==> src/hw/rtl/abdsh_pkg.sv <==
// shared constants, state codes and control structs of the drop shadow blur
package abdsh_pkg;

  // default sizing of the frame store
  localparam int DEF_MAX_SOURCE_WIDTH  = 256;
  localparam int DEF_MAX_SOURCE_HEIGHT = 256;
  localparam int DEF_MAX_SHADOW        = 32;

  // field widths
  localparam int OPCODE_W   = 1;
  localparam int ALPHA_W    = 8;
  localparam int CFG_DATA_W = 17;
  localparam int CFG_IDX_W  = 2;
  localparam int GAIN_W     = 17;

  // fixed point of the gain
  localparam int GAIN_ONE   = 65536;
  localparam int GAIN_SHIFT = 16;
  localparam int ALPHA_MAX  = 255;

  // opcodes
  localparam logic [OPCODE_W-1:0] OP_LOAD = 1'b0;
  localparam logic [OPCODE_W-1:0] OP_READ = 1'b1;

  // register indexes
  localparam logic [CFG_IDX_W-1:0] REG_SOURCE_WIDTH  = 2'd0;
  localparam logic [CFG_IDX_W-1:0] REG_SOURCE_HEIGHT = 2'd1;
  localparam logic [CFG_IDX_W-1:0] REG_SHADOW_SIZE   = 2'd2;
  localparam logic [CFG_IDX_W-1:0] REG_GAIN          = 2'd3;

  // controller states
  localparam int ST_W = 3;
  localparam logic [ST_W-1:0] ST_CLEAR  = 3'd0;
  localparam logic [ST_W-1:0] ST_IDLE   = 3'd1;
  localparam logic [ST_W-1:0] ST_LSTART = 3'd2;
  localparam logic [ST_W-1:0] ST_RUN    = 3'd3;
  localparam logic [ST_W-1:0] ST_DRAIN  = 3'd4;
  localparam logic [ST_W-1:0] ST_READY  = 3'd5;

  // commands from controller to datapath
  typedef struct packed {
    logic clr_start;
    logic clr_step;
    logic load;
    logic rd_frame;
    logic rd_nr;
    logic row_start;
    logic col_start;
    logic line_start;
    logic issue;
    logic next_line;
  } cmd_t;

  // status from datapath to controller
  typedef struct packed {
    logic clr_last;
    logic load_last;
    logic rd_last;
    logic pos_last;
    logic line_last;
    logic pass_col;
    logic out_busy;
  } stat_t;

endpackage

==> src/hw/rtl/abdsh_ctrl.sv <==
// controller state machine of the drop shadow blur
module abdsh_ctrl (
  input  logic                           clk,
  input  logic                           rst_n,
  input  logic                           cfg_we,
  input  logic                           in_valid,
  input  logic [abdsh_pkg::OPCODE_W-1:0] in_opcode,
  input  abdsh_pkg::stat_t               stat,
  output logic                           in_ready,
  output abdsh_pkg::cmd_t                cmd
);

  logic [abdsh_pkg::ST_W-1:0] state_r, state_nxt;
  logic                       acc;

  assign acc = in_valid && in_ready;

  // next state and commands
  always_comb begin
    cmd       = '0;
    state_nxt = state_r;
    in_ready  = ((state_r == abdsh_pkg::ST_IDLE) || (state_r == abdsh_pkg::ST_READY)) &&
                !stat.out_busy;
    case (state_r)
      abdsh_pkg::ST_CLEAR: begin
        cmd.clr_step = 1'b1;
        if (stat.clr_last) state_nxt = abdsh_pkg::ST_IDLE;
      end
      abdsh_pkg::ST_IDLE: begin
        if (acc) begin
          if (in_opcode == abdsh_pkg::OP_LOAD) begin
            cmd.load = 1'b1;
            if (stat.load_last) begin
              cmd.row_start = 1'b1;
              state_nxt     = abdsh_pkg::ST_LSTART;
            end
          end else begin
            cmd.rd_nr = 1'b1;
          end
        end
      end
      abdsh_pkg::ST_LSTART: begin
        cmd.line_start = 1'b1;
        state_nxt      = abdsh_pkg::ST_RUN;
      end
      abdsh_pkg::ST_RUN: begin
        cmd.issue = 1'b1;
        if (stat.pos_last) state_nxt = abdsh_pkg::ST_DRAIN;
      end
      abdsh_pkg::ST_DRAIN: begin
        state_nxt = abdsh_pkg::ST_LSTART;
        if (stat.line_last) begin
          if (stat.pass_col) state_nxt = abdsh_pkg::ST_READY;
          else cmd.col_start = 1'b1;
        end else begin
          cmd.next_line = 1'b1;
        end
      end
      abdsh_pkg::ST_READY: begin
        // loads after the frame is complete are dropped
        if (acc && (in_opcode == abdsh_pkg::OP_READ)) begin
          cmd.rd_frame = 1'b1;
          if (stat.rd_last) begin
            cmd.clr_start = 1'b1;
            state_nxt     = abdsh_pkg::ST_CLEAR;
          end
        end
      end
      default: state_nxt = abdsh_pkg::ST_CLEAR;
    endcase
    // register write restarts the frame
    if (cfg_we) begin
      cmd.clr_start = 1'b1;
      state_nxt     = abdsh_pkg::ST_CLEAR;
    end
  end

  // state register
  always_ff @(posedge clk) begin
    if (!rst_n) state_r <= abdsh_pkg::ST_CLEAR;
    else        state_r <= state_nxt;
  end

  // checks
  a_last_read_clears: assert property (@(posedge clk) disable iff (!rst_n)
    (cmd.rd_frame && stat.rd_last) |=> (state_r == abdsh_pkg::ST_CLEAR))
    else $error("final read did not start the clearing pass");

  a_last_load_blurs: assert property (@(posedge clk) disable iff (!rst_n)
    (cmd.load && stat.load_last && !cfg_we) |=> (state_r == abdsh_pkg::ST_LSTART))
    else $error("final load did not start the blur");

  a_accept_needs_free_out: assert property (@(posedge clk) disable iff (!rst_n)
    acc |-> !stat.out_busy)
    else $error("word accepted while result stage busy");

  a_ready_entry: assert property (@(posedge clk) disable iff (!rst_n)
    (state_r == abdsh_pkg::ST_READY) |->
      ($past(state_r) == abdsh_pkg::ST_READY) || ($past(state_r) == abdsh_pkg::ST_DRAIN))
    else $error("frame ready without finishing the column pass");

endmodule

==> config.mk <==
export PLATFORM = sky130hd
export DESIGN_NAME = abdsh_ctrl
export DESIGN_NICKNAME = d
export VERILOG_FILES = /design/src/hw/rtl/abdsh_pkg.sv /design/src/hw/rtl/abdsh_ctrl.sv
export SDC_FILE = /design/constraint.sdc
export NUM_CORES = 1
export LEC_CHECK = 0
export BUFFER_PORTS_ARGS = -buffer_cell sky130_fd_sc_hd__buf_4
export CORE_AREA = 2 2 39 41
export CTS_CLUSTER_SIZE = 8
export DETAILED_ROUTE_END_ITERATION = 7
export DIE_AREA = 0 0 41 43
export PLACE_DENSITY_LB_ADDON = 0.15
export SLEW_MARGIN = 20
export SYNTH_ARGS = -nofsm -noshare
export SYNTH_HDL_FRONTEND = slang
export SYNTH_SLANG_ARGS = --single-unit
==> constraint.sdc <==
create_clock -name clk -period 1.4 [get_ports clk]
set_input_delay 0.14 -clock clk [delete_from_list [all_inputs] [get_ports clk]]
set_output_delay 0.14 -clock clk [all_outputs]
set_load 0.02 [all_outputs]
# ---- Word-level counts from Yosys, hierarchy flattened
# Cells that the tools add are included.
dict set report totals {
  ff_bits 3
  inputBits 12
  word_cells 54
}
dict set report classes {
  n_eq_ne 12
  muxes 32
  n_bitwise 1
  reduce_logical 8
}
# operator count
set op_table {}
lappend op_table {{$mux W3} 9}
lappend op_table {{$mux W1} 20}
lappend op_table {{$pmux W3 S6} 1}
lappend op_table {{$ne A2 B2 Y1 const B} 6}
lappend op_table {{$reduce_and A7 Y1} 1}
lappend op_table {{$eq A3 B2 Y1 const B} 2}
lappend op_table {{$eq A3 B3 Y1 const B} 2}
lappend op_table {{$mux W2} 2}
lappend op_table {{$eq A3 B1 Y1 const B} 1}
lappend op_table {{$logic_and A1 B1 Y1} 3}
lappend op_table {{$logic_not A3 Y1} 1}
lappend op_table {{$ne A2 B1 Y1 const B} 1}
lappend op_table {{$reduce_or A2 Y1} 1}
lappend op_table {{$logic_not A1 Y1} 1}
lappend op_table {{$logic_or A1 B1 Y1} 1}
lappend op_table {{$not A1 Y1} 1}

# ---- Longest topological paths before layout
dict set report depth {
  ltp_word 8
  ltp_mapped 5
}

# ---- Worst setup path before layout
# Ideal clock, no wire load.
dict set report synth_path {
  path_kind {register -> register}
  startpoint {register state_r[1] (netlist bit)}
  endpoint {register state_r[1] (netlist bit)}
  arrival_time_ps 1314
  t_required_ps 1341
  path_slack_ps 27
  path_stages_with_launch 6
  period_less_slack_ps 1373
  cell_sequence {dfxtp_1 -> buf_6 -> and4bb_1 -> nand2b_2 -> nor3b_2 -> o21ba_1}
}
dict set report synth_via {
  elab_chain_len 7
  elab_cells_between_ends 19
  cone_classes {eq/ne: 12; mux: 1; reduce/logical: 6}
}
# item line_no
set synth_rtl {}
lappend synth_rtl {{from (decl)} abdsh_ctrl.sv:13} ;# logic [abdsh_pkg::ST_W-1:0] state_r, state_nxt;
lappend synth_rtl {{from (signal assigned)} abdsh_ctrl.sv:80} ;# if (!rst_n) state_r <= abdsh_pkg::ST_CLEAR;
lappend synth_rtl {{from (signal assigned)} abdsh_ctrl.sv:81} ;# else state_r <= state_nxt;
lappend synth_rtl {{$eq A3 B1 Y1 or $eq A3 B3 Y1 (tied branches)} {abdsh_ctrl.sv:22, abdsh_ctrl.sv:24}}
lappend synth_rtl {{$logic_or A1 B1 Y1} abdsh_ctrl.sv:22} ;# in_ready = ((state_r == abdsh_pkg::ST_IDLE) || (state_r == abdsh_pkg::ST_READY)) &&
lappend synth_rtl {{$logic_and A1 B1 Y1} abdsh_ctrl.sv:22}
lappend synth_rtl {{$logic_and A1 B1 Y1} abdsh_ctrl.sv:16} ;# assign acc = in_valid && in_ready;
lappend synth_rtl {{$logic_and A1 B1 Y1} abdsh_ctrl.sv:61} ;# if (acc && (in_opcode == abdsh_pkg::OP_READ)) begin
lappend synth_rtl {{$ne A2 B1 Y1 (no source line)} -}
lappend synth_rtl {{$reduce_and A7 Y1 (no source line)} -}
# Parallel ways exist; a longest one is shown, timed or not.
# A chain may end at the register's enable or synchronous reset.

==> metrics.txt <==
met2 Use GR 0.159; largest net degree at the start of global routing 11; number of synthesized register bits 3; via density per instance ~4.5; Internal 238 µW; PwrDens 562 nW/µm²; fmax 718 MHz; diodes inserted 0; post-layout instance area 557 µm²; worst slew pin tran ~0.27 ns; Inserted Clock Buffers 3; worst-path cell chain and4bb_1 > nand2b_2 > nor3b_2 > buf_4; Startpoint Class flip-flop; Post-Syn Instances 44; via count 383; WP data arrival 1.25 ns; setup repair after global routing missed its margin yes; CTS tree done; root buffer cell clkbuf_4; clk_lat worst skew 0.23 ns; clk buf depth 2; Starting Density 0.237; WL per Instance around 10 µm; Post-Syn Nets 56; Largest register FFs 3; max incr delay on CP 0.30 ns; Detailed Routing Iterations Pass 1 3; final setup fails 0; Final Hold Viols 0; dpl ws 0.163 ns; number of nets in the layout 83; CTS Sinks 3; synthesized area 328 µm²; grt total ovfl 0; Lkg Pwr 0.000269 µW; met3 usage in global routing 0.0157; Ys Warns 0; H-Tree Depth 1; critical-path maximum fanout 3; WL final approximately 880 µm; placed cell area roughly 500 µm²; status complete, no violations; register share of total power 0.283; clock share of power 0.473; Chip Width 41 µm; GPL Wtd Cong 0.721; Remaining DRCs 0; CTS Hold Bufs 0; final total power around 310 µW; initial antenna violation count 0; io pins 23; NetSw 75.5 µW; fin crit share 0.995; core area 1380 µm²; post-synth top area share 0.183; row count 14; # Post-CTS Setup Buffers 0; first-pass GRT wire length 1.27 mm; register clock-pin slew on the reported worst setup and hold paths about 0.040 ns; vias in the first global route 342; Worst Skew 0.000936 ns; Hold WS 0.225 ns; GR peak layer met2; max cap viols 0; Worst Hold Launch stat[2]; fin cells 86; IO Port Bufs 22; layout cells sized above 1 0.471; grt met1 use 0.131; gr usage total 0.107; syn avg cell area 7.45 µm²; CP startpoint state_r[1]; Max IR drop VDD 0.000263 V; Worst Hold Class in2reg; Slew HR 0.818; Gate power share 0.245; # placed instances 82; Area Overhead vs Synth 69.8%; DR iter-0 viols 1; setup ws final around 0.0077 ns; Synth area leader dfxtp_1; fin. max-slew vios 0; top area cells in the synthesized netlist dfxtp_1 (18%), nor2b_1 (5.7%), a21oi_1 (4.6%); CP required 1.26 ns; R2R Setup Slk about 0.17 ns; kind of critical path reg2out; largest reg by FF count state_r; Chip Height 43 µm; worst r2r src state_r[0]; Regs by FF count state_r (3); post-route antenna net violation count 0; Synth cell types 28; slowest CP cell dfxtp_1; Sw Share 0.241; die area between 1500 and 2000 µm²; CP Capture Type output port; DP HPWL 706 µm; Min Clock Period, post-route 1.39 ns; sequential share of the synthesized area 0.183
==> placed cells by master (no fill, tap or decap), drive strengths merged, types with 3 or more instances in the layout <==
cell    count
nand2       3
clkbuf      4
nor2b       3
a21oi       3
nor3b       3
nor2        4
buf        24
dfxtp       3
nand2b      3
o21ai       3
==> worst max-delay path, delay by kind of cell, from the launching register on <==
family | cells | cell delay, ns
buffers and inverters | 1 | 0.17
DFF | 1 | 0.30
and+or+nand+nor | 3 | 0.55
==> metrics by stage <==
step	utilization	TNS (ns)
after floorplan	-	0
after global placement	0.370	0
after detailed placement	0.370	0
after CTS	0.396	-0.0190
after global routing	0.402	-0.228
final	0.402	0
==> logic make-up after synthesis <==
group | share of synthesized area
AO/OA/AOI/OAI | 0.214
AND/OR/NAND/NOR | 0.496
buffers and inverters | 0.0725
multiplexers | 0.0343
flip-flops | 0.183
==> cell usage after synthesis <==
cell,number
and4bb_1,1
nor2_1,4
o21ai_0,2
mux2_2,1
nor3_1,1
nor2b_1,3
a21oi_1,3
nand4_1,1
nand4b_1,1
nand2b_1,2
nor3b_2,1
or3_1,1
o21ai_1,1
o21ba_1,1
and3_1,1
nor3b_1,2
dfxtp_1,3
inv_1,2
a211oi_1,1
o21a_1,1
a21o_1,1
buf_6,1
nand2b_2,1
and2_1,2
nand4bb_1,1
nand2_1,3
o211ai_1,1
buf_2,1
==> per-layer routing <==
metal	wire length (µm)	vias up	part of all wire
met2	449	9	0.51
met1	366	166	0.42
met3	60	0	0.069
li1	-	208	-
met4	0	0	0
met5	0	-	0
==> what timing repair did <==
item,CTS,global route
gates resized for setup,3,2
endpoints found under the setup margin,5,5
pin swaps,2,1
==> power groups by stage <==
stage / Sequential, µW / Clock, µW / Combinational (µW)
floorplan: 89.3 / 0 / 31.9
global placement: 89.6 / 0 / 74.3
detailed placement: 89.5 / 0 / 74.0
CTS: 88.2 / 158 / 75.1
global route: 88.4 / 167 / 84.0
finish: 88.5 / 148 / 76.6
==> worst paths after layout <==
path | to | cells after the start
max | cmd[4] | 4
min | state_r[2] | 3
max reg2reg | state_r[0] | 4
min reg2reg | state_r[2] | 2
==> layout make-up <==
cell class | instances | area [µm²]
sequential | 3 | 60.1
clock buffer | 4 | 26.3
timing repair buffer | 24 | 184
fill | 151 | 827
tap | 16 | 20.0
multi-input combinational | 37 | 259
inverter | 2 | 7.51
(Power assumes the default switching activity.)
